### config.mk
export PLATFORM = sky130hd
export DESIGN_NAME = ph_trimmed_mean_ring
export DESIGN_NICKNAME = d
export VERILOG_FILES = /design/src/hw/rtl/ptm_pkg.sv /design/src/hw/rtl/ph_trimmed_mean_ring.sv /design/src/hw/rtl/ptm_dpath.sv /design/src/hw/rtl/ptm_ctrl.sv
export SDC_FILE = /design/constraint.sdc
export NUM_CORES = 1
export LEC_CHECK = 0
export ABC_AREA = 1
export CORE_UTILIZATION = 34
export CTS_BUF_LIST = sky130_fd_sc_hd__clkbuf_4
export CTS_CLUSTER_SIZE = 24
export DETAILED_ROUTE_END_ITERATION = 8
export DONT_BUFFER_PORTS = 1
export PLACE_DENSITY = 0.53
export SLEW_MARGIN = 20
export SYNTH_ARGS = -nofsm -noshare
export SYNTH_HDL_FRONTEND = slang
export SYNTH_SLANG_ARGS = --single-unit
### constraint.sdc
create_clock -name clock -period 8.8 [get_ports clock]
set_input_delay 1.32 -clock clock [delete_from_list [all_inputs] [get_ports clock]]
set_output_delay 1.32 -clock clock [all_outputs]
set_load 0.005 [all_outputs]
### src/hw/rtl/ptm_pkg.sv
// Shared constants and controller/datapath interface types for the pH trimmed-mean block.
package ptm_pkg;

   localparam int CODE_W        = 12;
   localparam int PH_W          = 14;
   localparam int ADC_FULL      = 4095;
   localparam int PH_FULL_MILLI = 14000;

   localparam logic STATUS_OK        = 1'b0;
   localparam logic STATUS_READ_FAIL = 1'b1;

   typedef struct packed {
      logic load;
      logic write;
      logic sweep;
      logic trim;
      logic mult;
      logic result;
   } ptm_cmd_type;

   typedef struct packed {
      logic sweep_last;
   } ptm_stat_type;

endpackage

### src/hw/rtl/ph_trimmed_mean_ring.sv
// Top level of the pH trimmed-mean moving average over a ring of ADC samples.
//
//   channel   direction  handshake            payload
//   req_      in         req_valid/req_stall  req_sample[11:0], req_read_error
//   rsp_      out        rsp_valid/rsp_stall  rsp_status, rsp_mean_code[11:0],
//                                             rsp_ph_milli[13:0]
//
// A good sample goes through one ring write, SAMPLES ring reads at one per cycle, then
// the tail, trim, multiply and result stages.
// A failed read skips the ring and goes straight to the result stage.
// req_stall is high after the accept until the result is loaded, so no new sample is taken
// while one is in flight; a stalled earlier result delays the load.
// Synchronous reset returns to idle and marks every ring entry as zero.
module ph_trimmed_mean_ring #(
   parameter int SAMPLES = 16
) (
   input  logic        clock,
   input  logic        reset,
   input  logic        req_valid,
   output logic        req_stall,
   input  logic [11:0] req_sample,
   input  logic        req_read_error,
   output logic        rsp_valid,
   input  logic        rsp_stall,
   output logic        rsp_status,
   output logic [11:0] rsp_mean_code,
   output logic [13:0] rsp_ph_milli
);
   import ptm_pkg::*;

   ptm_cmd_type  cmd;
   ptm_stat_type stat;

   ptm_ctrl u_ctrl (
      .clock          (clock),
      .reset          (reset),
      .req_valid      (req_valid),
      .req_read_error (req_read_error),
      .req_stall      (req_stall),
      .rsp_valid      (rsp_valid),
      .rsp_stall      (rsp_stall),
      .stat           (stat),
      .cmd            (cmd)
   );

   ptm_dpath #(
      .SAMPLES (SAMPLES)
   ) u_dpath (
      .clock          (clock),
      .reset          (reset),
      .cmd            (cmd),
      .stat           (stat),
      .req_sample     (req_sample),
      .req_read_error (req_read_error),
      .rsp_status     (rsp_status),
      .rsp_mean_code  (rsp_mean_code),
      .rsp_ph_milli   (rsp_ph_milli)
   );

endmodule

### src/hw/rtl/ptm_dpath.sv
// Datapath: sample ring memory, min/max/sum sweep, trim and reciprocal-multiply scaling.
module ptm_dpath #(
   parameter int SAMPLES = 16
) (
   input  logic                   clock,
   input  logic                   reset,
   input  ptm_pkg::ptm_cmd_type   cmd,
   output ptm_pkg::ptm_stat_type  stat,
   input  logic [11:0]            req_sample,
   input  logic                   req_read_error,
   output logic                   rsp_status,
   output logic [11:0]            rsp_mean_code,
   output logic [13:0]            rsp_ph_milli
);
   import ptm_pkg::*;

   localparam int AW     = $clog2(SAMPLES);
   localparam int KEEP   = SAMPLES - 2;
   localparam int SW     = $clog2(ADC_FULL * SAMPLES + 1);
   localparam int PH_DIV = ADC_FULL * KEEP;
   // Both constant divisions are a multiply by a rounded-up reciprocal and a shift.
   // With the shift at SW plus the divisor's bit count, the reciprocal error never
   // moves the truncated quotient for any trimmed sum below 2**SW.
   localparam int SM = SW + $clog2(KEEP);
   localparam longint unsigned CM = ((64'd1 << SM) + 64'(KEEP) - 64'd1) / 64'(KEEP);
   localparam int MW = SW + $clog2(CM + 1);
   localparam int SP = SW + $clog2(PH_DIV);
   localparam longint unsigned CP =
      (64'(PH_FULL_MILLI) * (64'd1 << SP) + 64'(PH_DIV) - 64'd1) / 64'(PH_DIV);
   localparam int PW = SW + $clog2(CP + 1);

   logic [CODE_W-1:0] ring_mem [SAMPLES];
   logic [SAMPLES-1:0] valid_ff;
   logic [AW-1:0]      wr_pos_ff;

   logic [CODE_W-1:0] sample_ff;
   logic              err_ff;

   logic [AW-1:0]     rd_addr_ff;
   logic [CODE_W-1:0] rd_data_ff;
   logic              rd_vld_ff;
   logic              acc_en_ff;

   logic [SW-1:0]     sum_ff;
   logic [CODE_W-1:0] max_ff;
   logic [CODE_W-1:0] min_ff;
   logic [SW-1:0]     trim_ff;
   logic [MW-1:0]     prod_m_ff;
   logic [PW-1:0]     prod_p_ff;

   logic              status_ff;
   logic [CODE_W-1:0] mean_ff;
   logic [PH_W-1:0]   ph_ff;

   logic [CODE_W-1:0] acc_val;
   logic [CODE_W-1:0] mean_q;
   logic [PH_W-1:0]   ph_q;
   logic [PH_W-1:0]   ph_sat;

   // Entries never written since reset read as zero.
   assign acc_val = rd_vld_ff ? rd_data_ff : '0;

   assign mean_q = CODE_W'(prod_m_ff >> SM);
   assign ph_q   = PH_W'(prod_p_ff >> SP);
   assign ph_sat = (ph_q > PH_W'(PH_FULL_MILLI)) ? PH_W'(PH_FULL_MILLI) : ph_q;

   assign stat.sweep_last = (rd_addr_ff == AW'(SAMPLES - 1));

   always_ff @(posedge clock) begin
      if (cmd.write) begin
         ring_mem[wr_pos_ff] <= sample_ff;
      end
      rd_data_ff <= ring_mem[rd_addr_ff];
   end

   always_ff @(posedge clock) begin
      if (reset) begin
         valid_ff  <= '0;
         wr_pos_ff <= '0;
         acc_en_ff <= 1'b0;
         rd_vld_ff <= 1'b0;
      end else begin
         acc_en_ff <= cmd.sweep;
         rd_vld_ff <= valid_ff[rd_addr_ff];
         if (cmd.write) begin
            valid_ff[wr_pos_ff] <= 1'b1;
            if (wr_pos_ff == AW'(SAMPLES - 1)) begin
               wr_pos_ff <= '0;
            end else begin
               wr_pos_ff <= wr_pos_ff + AW'(1);
            end
         end
      end
   end

   always_ff @(posedge clock) begin
      if (cmd.load) begin
         sample_ff  <= req_sample;
         err_ff     <= req_read_error;
         rd_addr_ff <= '0;
         sum_ff     <= '0;
         max_ff     <= '0;
         min_ff     <= CODE_W'(ADC_FULL);
      end else begin
         if (cmd.sweep) begin
            rd_addr_ff <= rd_addr_ff + AW'(1);
         end
         if (acc_en_ff) begin
            sum_ff <= sum_ff + SW'(acc_val);
            if (acc_val > max_ff) begin
               max_ff <= acc_val;
            end
            if (acc_val < min_ff) begin
               min_ff <= acc_val;
            end
         end
      end
      if (cmd.trim) begin
         trim_ff <= sum_ff - SW'(max_ff) - SW'(min_ff);
      end
      if (cmd.mult) begin
         prod_m_ff <= MW'(trim_ff) * MW'(CM);
         prod_p_ff <= PW'(trim_ff) * PW'(CP);
      end
      if (cmd.result) begin
         if (err_ff) begin
            status_ff <= STATUS_READ_FAIL;
            mean_ff   <= '0;
            ph_ff     <= '0;
         end else begin
            status_ff <= STATUS_OK;
            mean_ff   <= mean_q;
            ph_ff     <= ph_sat;
         end
      end
   end

   assign rsp_status    = status_ff;
   assign rsp_mean_code = mean_ff;
   assign rsp_ph_milli  = ph_ff;

endmodule

### src/hw/rtl/ptm_ctrl.sv
// Controller state machine that sequences one item through the datapath.
module ptm_ctrl (
   input  logic                   clock,
   input  logic                   reset,
   input  logic                   req_valid,
   input  logic                   req_read_error,
   output logic                   req_stall,
   output logic                   rsp_valid,
   input  logic                   rsp_stall,
   input  ptm_pkg::ptm_stat_type  stat,
   output ptm_pkg::ptm_cmd_type   cmd
);
   import ptm_pkg::*;

   typedef enum logic [2:0] {
      IDLE,
      WRITE,
      SWEEP,
      TAIL,
      TRIM,
      MULT,
      FINISH
   } state_type;

   state_type state_ff;
   logic      rsp_valid_ff;
   logic      rsp_valid_in;
   logic      out_free;

   assign out_free  = !rsp_valid_ff || !rsp_stall;
   assign req_stall = (state_ff != IDLE);
   assign rsp_valid = rsp_valid_ff;

   // A new result is loaded, or a waiting one is held while it is stalled.
   assign rsp_valid_in = cmd.result || (rsp_valid_ff && rsp_stall);

   always_comb begin
      cmd          = '0;
      cmd.load     = (state_ff == IDLE) && req_valid;
      cmd.write    = (state_ff == WRITE);
      cmd.sweep    = (state_ff == SWEEP);
      cmd.trim     = (state_ff == TRIM);
      cmd.mult     = (state_ff == MULT);
      cmd.result   = (state_ff == FINISH) && out_free;
   end

   always_ff @(posedge clock) begin
      if (reset) begin
         state_ff     <= IDLE;
         rsp_valid_ff <= 1'b0;
      end else begin
         rsp_valid_ff <= rsp_valid_in;
         unique case (state_ff)
            IDLE: begin
               if (req_valid) begin
                  state_ff <= req_read_error ? FINISH : WRITE;
               end
            end
            WRITE:    state_ff <= SWEEP;
            SWEEP: begin
               if (stat.sweep_last) begin
                  state_ff <= TAIL;
               end
            end
            TAIL:     state_ff <= TRIM;
            TRIM:     state_ff <= MULT;
            MULT:     state_ff <= FINISH;
            FINISH: begin
               if (out_free) begin
                  state_ff <= IDLE;
               end
            end
            default:  state_ff <= IDLE;
         endcase
      end
   end

   a_good_item_writes: assert property (@(posedge clock) disable iff (reset)
      (state_ff == IDLE && req_valid && !req_read_error) |=> (state_ff == WRITE))
      else $error("accepted sample did not go to the ring write");

   a_sweep_covers_ring: assert property (@(posedge clock) disable iff (reset)
      (state_ff == SWEEP && !stat.sweep_last) |=> (state_ff == SWEEP))
      else $error("ring sweep ended early");

   a_mult_to_finish: assert property (@(posedge clock) disable iff (reset)
      (state_ff == MULT) |=> (state_ff == FINISH))
      else $error("scaling did not hand over to the result stage");

   a_result_from_finish: assert property (@(posedge clock) disable iff (reset)
      $rose(rsp_valid_ff) |-> $past(state_ff == FINISH))
      else $error("result shown without passing the result stage");

endmodule
=== Word level (Yosys, flattened, before mapping) ===
Memory sizes are Yosys's and may differ from the RTL's. A register that Yosys moved wholly into a read port is not among the register bits.
Cells that the tools add are included.

* Memories kept: 1
* Logic and storage cells: 74
* Flip-flop bits (word level): 204
* Input bits: 17
* Bits in writable memories: 192

{| class="wikitable"
|+ Memories
! memory !! depth !! width !! rd ports !! clocked after memory_dff !! write ports !! line !! source
|-
| u_dpath.ring_mem || 16 || 12 || 1 || 1 || 1 || ptm_dpath.sv:32 || <nowiki>logic [CODE_W-1:0] ring_mem [SAMPLES];</nowiki>
|}

* Multiplexer cells: 15
* $mul: 2
* $lt $le $gt $ge: 6
* Equal/unequal tests: 11
* Reduce and logical (&&, ||, !) cells: 14
* Bitwise gates (word level): 1
* $add $sub $neg: 5

{| class="wikitable"
|+ Operators with widths
! operator !! count
|-
| 16-bit by 30-bit multiplier with 46-bit output, second input constant || 1
|-
| 16-bit by 17-bit multiplier with 32-bit output, second input constant || 1
|-
| 16-bit by 12-bit subtractor with 16-bit output || 2
|-
| 3-bit case mux with 7 select lines || 1
|-
| 16-bit by 12-bit adder with 16-bit output || 1
|-
| 16-bit bitwise OR || 1
|-
| 14-bit greater-than comparator, second input constant || 1
|-
| 14-bit 2-to-1 mux || 1
|-
| 12-bit greater-than comparator || 1
|-
| 12-bit less-than comparator || 1
|-
| 12-bit 2-to-1 mux || 1
|-
| 3-bit 2-to-1 mux || 4
|-
| 4-bit by 5-bit less-than comparator with 1-bit output, second input constant || 2
|-
| 3-bit equality test, second input constant || 3
|-
| 4-bit by 1-bit adder with 4-bit output, second input constant || 2
|-
| 4-bit equality test, second input constant || 2
|-
| 3-bit by 2-bit equality test with 1-bit output, second input constant || 2
|-
| 1-bit 2-to-1 mux || 5
|-
| 1-bit binary-select mux with 4-bit select || 1
|-
| 1-bit demux with 4-bit select || 1
|-
| 4-bit by 1-bit >= comparator with 1-bit output, second input constant || 1
|-
| 1-bit logical AND || 4
|-
| 4-bit 2-to-1 mux || 1
|-
| 2-bit != test, second input constant || 2
|-
| other kinds (9) || 12
|}

=== Logic depth before layout (Yosys ltp) ===
Gate-level depths: netlist of the first run.

* Word-level depth: 5
* Mapped depth: 26

=== Hierarchy ===
Synthesis of the first run repeated with hierarchy kept, for this count alone.

* Cell total of the unflattened synthesis: 3084
* Area, all modules: 27044.7 sq um

{| class="wikitable"
|+ Modules (own cells, without submodules)
! module !! cells each !! instances !! area an instance (sq um) !! seq. area each (sq um)
|-
| ptm_dpath || 3038 || 1 || 26778.2 || 9789.4
|-
| ptm_ctrl || 46 || 1 || 266.5 || 80.1
|}

=== Worst setup path after synthesis of the first run ===
Ideal clock, no wire load.

* Path kind: reg2reg
* From: register u_dpath.trim_ff[13]
* To: register u_dpath.prod_p_ff[37] (data pin)
* Arrival: 5.087 ns
* Clock period less this slack: 5.340 ns
* Path buffers: 0
* Path slack: 3.460 ns
* Library setup time: 0.253 ns
* Stages on the path, launching flop included: 22
* Cells stage by stage: edfxtp_1 fa_1 inv_1 fa_1 fa_1 fa_1 inv_1 fa_1 inv_1 fa_1 inv_1 ha_1 nand2_1 inv_1 nand2_1 inv_1 nand2_1 nand2_1 a21oi_1 nand3_1 nand2_1 nand2_1

* Cells in the longest elaborated chain, start to end: 1

{| class="wikitable"
|+ Ends and longest elaborated chain
! element !! line !! source
|-
| from (decl) || ptm_dpath.sv:47 || <nowiki>logic [SW-1:0] trim_ff;</nowiki>
|-
| from (signal assigned) || ptm_dpath.sv:119 || <nowiki>trim_ff <= sum_ff - SW'(max_ff) - SW'(min_ff);</nowiki>
|-
| 16-bit by 30-bit multiplier with 46-bit output || ptm_dpath.sv:123 || <nowiki>prod_p_ff <= PW'(trim_ff) * PW'(CP);</nowiki>
|-
| to (signal assigned) || ptm_dpath.sv:123 ||
|-
| to (decl) || ptm_dpath.sv:49 || <nowiki>logic [PW-1:0] prod_p_ff;</nowiki>
|}

Every way passes these cells.
A chain may end at the register's enable or synchronous reset.

=== Final worst setup path of the first run ===
* From: register u_dpath.trim_ff[13]
* To: register u_dpath.prod_p_ff[45] (data pin)

Same word-level chain as after synthesis.

==> impl_metrics.env, run 1 <==
export IMPL_start_util_pct=34.4
export IMPL_reg2reg_setup_slack_ps=2990
export IMPL_ys_seq_area_share_pct=36.3
export IMPL_htree_levels=3
export IMPL_clock_sinks=356
export IMPL_area_delta_synth_final_pct=9.27
export IMPL_crit_required_ps=9430
export IMPL_async_reset_ff_share_pct=0
export IMPL_die_y_um=285
export IMPL_cts_buffers=99
export IMPL_max_freq_mhz=172
export IMPL_fin_hold_ws_ps=455
export IMPL_rows=103
export IMPL_wire_per_inst_um=16.3
export IMPL_cp_cell_sequence="fa_1, inv_1, fa_1, inv_1, fa_1, inv_1, fa_1, fa_1, fa_1, inv_1, ha_1, nand2_2, nor2_1, inv_1, nor2_1, nand2_1, nor2_1, nand2_1, nand4_1, nand2_1"
export IMPL_relSlewSlack_pct=32.4
export IMPL_core_um2=79100
export IMPL_skew_ps=80.8
export IMPL_setup_viol=0
export IMPL_grt_pass1_wl_mm=112
export IMPL_netlist_instances=3098
export IMPL_grt_pass1_vias=20400
export IMPL_yosysWarnings=0
export IMPL_yosysUniqueCellTypes=52
export IMPL_wl_mm=70.0
export IMPL_cts_root_buf="clkbuf_4"
export IMPL_criticalPathCategory="register to register"
export IMPL_path_buf_inv=5
export IMPL_hold_violations=0
export IMPL_synthTopCellsByArea="edfxtp_1 30%, ha_1 14%, fa_1 13%, inv_1 8.6%, nand2_1 7.7%"
export IMPL_min_period_over_period_pct=66.0
export IMPL_hpwl_mm=53.8
export IMPL_cts_tree="done"
export IMPL_ys_ff_latch=356
export IMPL_synth_nets=3606
export IMPL_synth_area_um2=27200
export IMPL_vias=20300
export IMPL_slew_viol_final=0
export IMPL_fp_dieArea_um2=81200
export IMPL_cts_buffer_depth=3
export IMPL_nNetsFinal=3662
export IMPL_synth_ff_type="edfxtp_1"
export IMPL_grt_ovfl_total=0
export IMPL_period_needed_ps=5810
export IMPL_portBuffers=0
export IMPL_cp_arrival_ps=6440
export IMPL_cts_resized=0
export IMPL_holdBufCountCts=0
export IMPL_vias_per_cell=4.73
export IMPL_hp_class="register to register"
export IMPL_status="completed"
export IMPL_synth_area_leader_cell="edfxtp_1"
export IMPL_worst_pin_slew_ps=1010
export IMPL_crit_family="adder cells"
export IMPL_synth_edff_count=274
export IMPL_gp_congestion=0.938
export IMPL_cts_setup_buffers=0
export IMPL_yosys_area_top_type_share_pct=30.2
export IMPL_endpoint_kind="register"
export IMPL_die_x_um=285
export IMPL_cp_slowest_cell="fa_1"
export IMPL_clk_pin_slew_ps=60
export IMPL_drcViolationCount=0
export IMPL_cpPeakStageDelay_ps=720
export IMPL_cp_start_kind="register"
export IMPL_clk_latency_ps=900
export IMPL_nFillCells=8338
export IMPL_drt_iter0_markers=1198
export IMPL_path_max_fanout=9
export IMPL_finalSetupTns_ps=0
export IMPL_syn_avg_cell_area_um2=8.79
export IMPL_drt_pass1_iter_count=5
export IMPL_rsz0062_at_grt="false"
export IMPL_grt_antenna_before_repair=3
export IMPL_drive_gt1_share_pct=8.13
export IMPL_maxCapViolCount=0
export IMPL_ios=46
export IMPL_crit_top_cell="fa_1"
export IMPL_grt_start_max_net_pins=97
export IMPL_drtAntennaViolNets=0
export IMPL_grt_usage_pct=17.6
tightest hold or removal path, stage by stage, from the launching register on:
cell and delay, ps:
dfxtp_1 320, nand2_1 50, nand3_1 50
sequential cells by signal, summed over array words and instances, names as in the netlist, 3 cells and up:
signal,count
u_dpath.prod_p_ff,14
u_dpath.prod_m_ff,12
u_dpath.trim_ff,16
u_dpath.rd_data_ff,12
u_dpath.rsp_mean_code,12
u_dpath.valid_ff,16
u_dpath.sample_ff,12
u_dpath.max_ff,12
u_dpath.min_ff,12
u_dpath.sum_ff,16
u_dpath.rd_addr_ff,4
u_dpath.wr_pos_ff,4
u_ctrl.state_ff,3
u_dpath.rsp_ph_milli,14
u_dpath.ring_mem,192
Yosys cell counts, types with 17 or more instances:
library cell,number
inv_1,625
nand2_1,560
nor2_1,336
ha_1,313
edfxtp_1,274
fa_1,178
o21ai_0,165
nand3_1,118
a21oi_1,114
dfxtp_1,82
nand4_1,39
o22ai_1,39
clkbuf_1,33
o211ai_1,17
xor2_1,17
logic make-up (layout without fill, tap and decap cells):
family	after synthesis	in the layout	synth area share (%)
other cells	0	3	0
flops	356	356	36.3
compound gates	391	391	7.99
buf+inv	697	832	9.79
xor+xnor	23	23	0.740
simple gates	1140	1140	17.7
fa+ha+maj	491	491	27.5
metrics by stage:
stage	utilization [%]	area (um2)	std cells	setup slack [ps]
2_1_floorplan	-	27200	3098	3460
3_3_place_gp	35.9	28400	4103	2930
3_5_place_dp	35.9	28400	4103	2980
4_1_cts	37.6	29700	4283	2980
5_1_grt	37.6	29700	4286	2550
6_report	37.6	29700	4286	2990
cells in the final DEF (no fill, tap or decap), types with 5 or more instances in the layout:
master / n
nor4_1: 7
fa_1: 178
nor2_1: 324
a21o_1: 5
nor2_4: 10
clkbuf_4: 153
o211ai_1: 17
o221ai_1: 12
edfxtp_1: 274
a21oi_1: 113
o21ai_0: 165
dfxtp_1: 80
nand3_1: 118
nor3_2: 5
xor2_1: 17
xnor2_1: 6
nand4_1: 39
a31oi_1: 5
o22ai_1: 39
nor3_1: 14
nand2_2: 15
nand2_1: 560
inv_1: 625
buf_4: 13
inv_2: 13
nor2_2: 27
o21bai_1: 15
ha_1: 313
or2_2: 6
clkinv_1: 17
o21ai_1: 10
per-layer routing:
metal | up-vias | track usage (%) | share of wire (%)
li1 | 10200 | - | -
met1 | 9626 | 23.4 | 46
met2 | 344 | 29.8 | 48
met3 | 103 | 2.50 | 3.6
met4 | 2 | 5.11 | 2.2
met5 | - | 0 | 0.027
worst paths after layout:
| kind | to | cells after the start | startpoint |
|---|---|---|---|
| worst max-delay path | u_dpath.prod_p_ff[45] | 20 | u_dpath.trim_ff[13] |
| worst min-delay path | u_dpath.min_ff[4] | 2 | u_dpath.min_ff[4] |
| worst max register to register | u_dpath.prod_p_ff[45] | 20 | u_dpath.trim_ff[13] |
| worst min register to register | u_dpath.min_ff[4] | 2 | u_dpath.min_ff[4] |
area by class of cell:
type | count | area [um2] | area share, %
repair buffers | 13 | 97.6 | 0.328
flip-flops and latches | 356 | 9870 | 33.2
inverters | 639 | 2400 | 8.06
clock buffers | 153 | 1150 | 3.86
diodes | 3 | 7.51 | 0.0252
clock inverters | 27 | 170 | 0.572
multi-input cells | 2045 | 14700 | 49.5
well taps | 1050 | 1310 | 4.42
Power of run 1 is left out: the tool's default activity adds up to more than one toggle a clock period on the data nets, which glitch-free logic cannot reach.
==> run 2, diff against run 1 <==
- PLACE_DENSITY: 0.53 -> 0.55
- clock period: 8.8 -> 5.1 ns (I/O delays scaled with it)
==> run 2 against run 1 <==
The flow now finishes with violations (negative setup slack). Final cell count is 3.8% higher. Clock-buffer cell count is 9 lower. Hold slack worse by 260 ps. Largest cell class unchanged. Setup slack worse by 3100 ps. Non-clock buffer count is 167 higher. Sequential share of layout area is 2.2 points lower. Critical path type unchanged. Wire length is 2.1% higher. Core utilization is 2.7 points higher.
==> impl_metrics.env, run 2 (same netlist as run 1, synthesis figures left out) <==
export IMPL_worst_pin_slew_ps=1130
export IMPL_crit_required_ps=5720
export IMPL_clock_sinks=356
export IMPL_crit_top_cell="fa_1"
export IMPL_status="finished with violations"
export IMPL_grt_pass1_vias=21000
export IMPL_fin_hold_ws_ps=194
export IMPL_die_x_um=285
export IMPL_maxCapViolCount=0
export IMPL_path_max_fanout=4
export IMPL_cp_startpoint="u_dpath.trim_ff[11]"
export IMPL_layout_cells_most_common_list="599 x inv_1, 516 x nand2_1, 304 x nor2_1"
export IMPL_final_common_cell="inv_1"
export IMPL_hold_violations=0
export IMPL_endpoint_kind="register"
export IMPL_cts_tree="done"
export IMPL_cp_slowest_cell="fa_2"
export IMPL_period_needed_ps=5210
export IMPL_crit_family="adder cells"
export IMPL_hpwl_mm=54.5
export IMPL_cp_arrival_ps=5820
export IMPL_drt_iter0_markers=1247
export IMPL_max_freq_mhz=192
export IMPL_vias_per_cell=4.70
export IMPL_setup_viol=14
export IMPL_post_place_ws_ps=-299
export IMPL_final_cell_area_um2=31900
export IMPL_die_y_um=285
export IMPL_grt_pass1_wl_mm=113
export IMPL_rows=103
export IMPL_grt_antenna_before_repair=2
export IMPL_relSlewSlack_pct=24.9
export IMPL_min_period_over_period_pct=102
export IMPL_cp_cell_sequence="fa_2, fa_1, inv_1, fa_1, fa_1, inv_1, fa_1, inv_1, fa_1, inv_2, ha_4, nand2_4, nor2_4, inv_4, nor2_4, nand2_1, nor2_1, nand2_1, nand4_1, nand2_1"
export IMPL_drtAntennaViolNets=0
export IMPL_core_um2=79100
export IMPL_layout_setup_ws_ps=-107
export IMPL_cts_root_buf="clkbuf_4"
export IMPL_htree_levels=3
export IMPL_slew_viol_final=0
export IMPL_wire_per_inst_um=16.0
export IMPL_largest_register="u_dpath.ring_mem"
export IMPL_cts_buffers=98
export IMPL_final_util_pct=40.3
export IMPL_rr_startpoint="u_dpath.trim_ff[11]"
export IMPL_grt_usage_pct=17.8
export IMPL_largest_reg_flops=192
export IMPL_criticalPathCategory="register to register"
export IMPL_hp_class="input port to register"
export IMPL_nNetsFinal=3828
export IMPL_skew_ps=88.6
export IMPL_area_delta_synth_final_pct=17.2
export IMPL_wl_mm=71.4
export IMPL_grt_start_max_net_pins=104
export IMPL_vias=20900
export IMPL_drt_pass1_iter_count=6
export IMPL_drive_gt1_share_pct=16.9
export IMPL_cpPeakStageDelay_ps=700
export IMPL_ios=46
export IMPL_path_buf_inv=5
export IMPL_drcViolationCount=0
export IMPL_portBuffers=0
export IMPL_start_util_pct=34.4
export IMPL_cp_start_kind="register"
export IMPL_rsz0062_at_grt="true"
export IMPL_gp_congestion=0.910
export IMPL_clk_pin_slew_ps=80
export IMPL_cts_buffer_depth=3
export IMPL_hp_start="req_read_error"
export IMPL_grt_ovfl_total=0
export IMPL_placedInstanceArea_um2=29500
export IMPL_failed_checks="negative setup slack"
export IMPL_fp_dieArea_um2=81200
export IMPL_clk_latency_ps=880
[run 2: final timing paths]
check                                to  slack (ps)  cells after the start
setup / recovery  u_dpath.prod_p_ff[45]        -110                     20
hold / removal       u_ctrl.state_ff[0]         190                      3
setup reg to reg  u_dpath.prod_p_ff[45]        -110                     20
hold reg to reg      u_dpath.min_ff[10]         460                      2
[run 2: per-layer routing]
metal | part of all wire, % | routed length (um) | vias to the layer above | global-route usage [%]
met1 | 47 | 33300 | 9923 | 24.0
met3 | 4.0 | 2850 | 85 | 2.69
li1 | - | - | 10500 | -
met5 | 0 | 0 | - | 0
met2 | 48 | 34100 | 364 | 29.8
met4 | 1.6 | 1130 | 0 | 4.65
[run 2: timing repair]
action                                  in CTS  in global routing
pin swaps                                   31                 46
gates resized for setup                     74                107
hold buffers                                15                  0
endpoints found under the setup margin      14                 25
setup buffers                               10                  9
endpoints found under the hold margin       39                  0
[run 2: worst min-delay path, delay by kind of cell]
kind | cells | cell delay (ps)
AO/OA/AOI/OAI | 2 | 170
AND/OR/NAND/NOR | 1 | 40
[run 2: per-stage QoR]
stage	TNS, ps	instances
floorplan	-2.36	3098
global placement	-3580	4235
detailed placement	-3420	4235
CTS	-828	4438
global route	-4020	4451
finish	-982	4451
[run 2: area by class of cell]
type	count	area, um2
timing repair buffer	180	1440
tap	1050	1310
multi-input combinational	2045	15500
inverter	639	2410
sequential	356	9870
clock buffer	144	1080
clock inverter	34	240
fill	8078	47200
antenna	3	7.51
Power of run 2 is left out for the same reason.
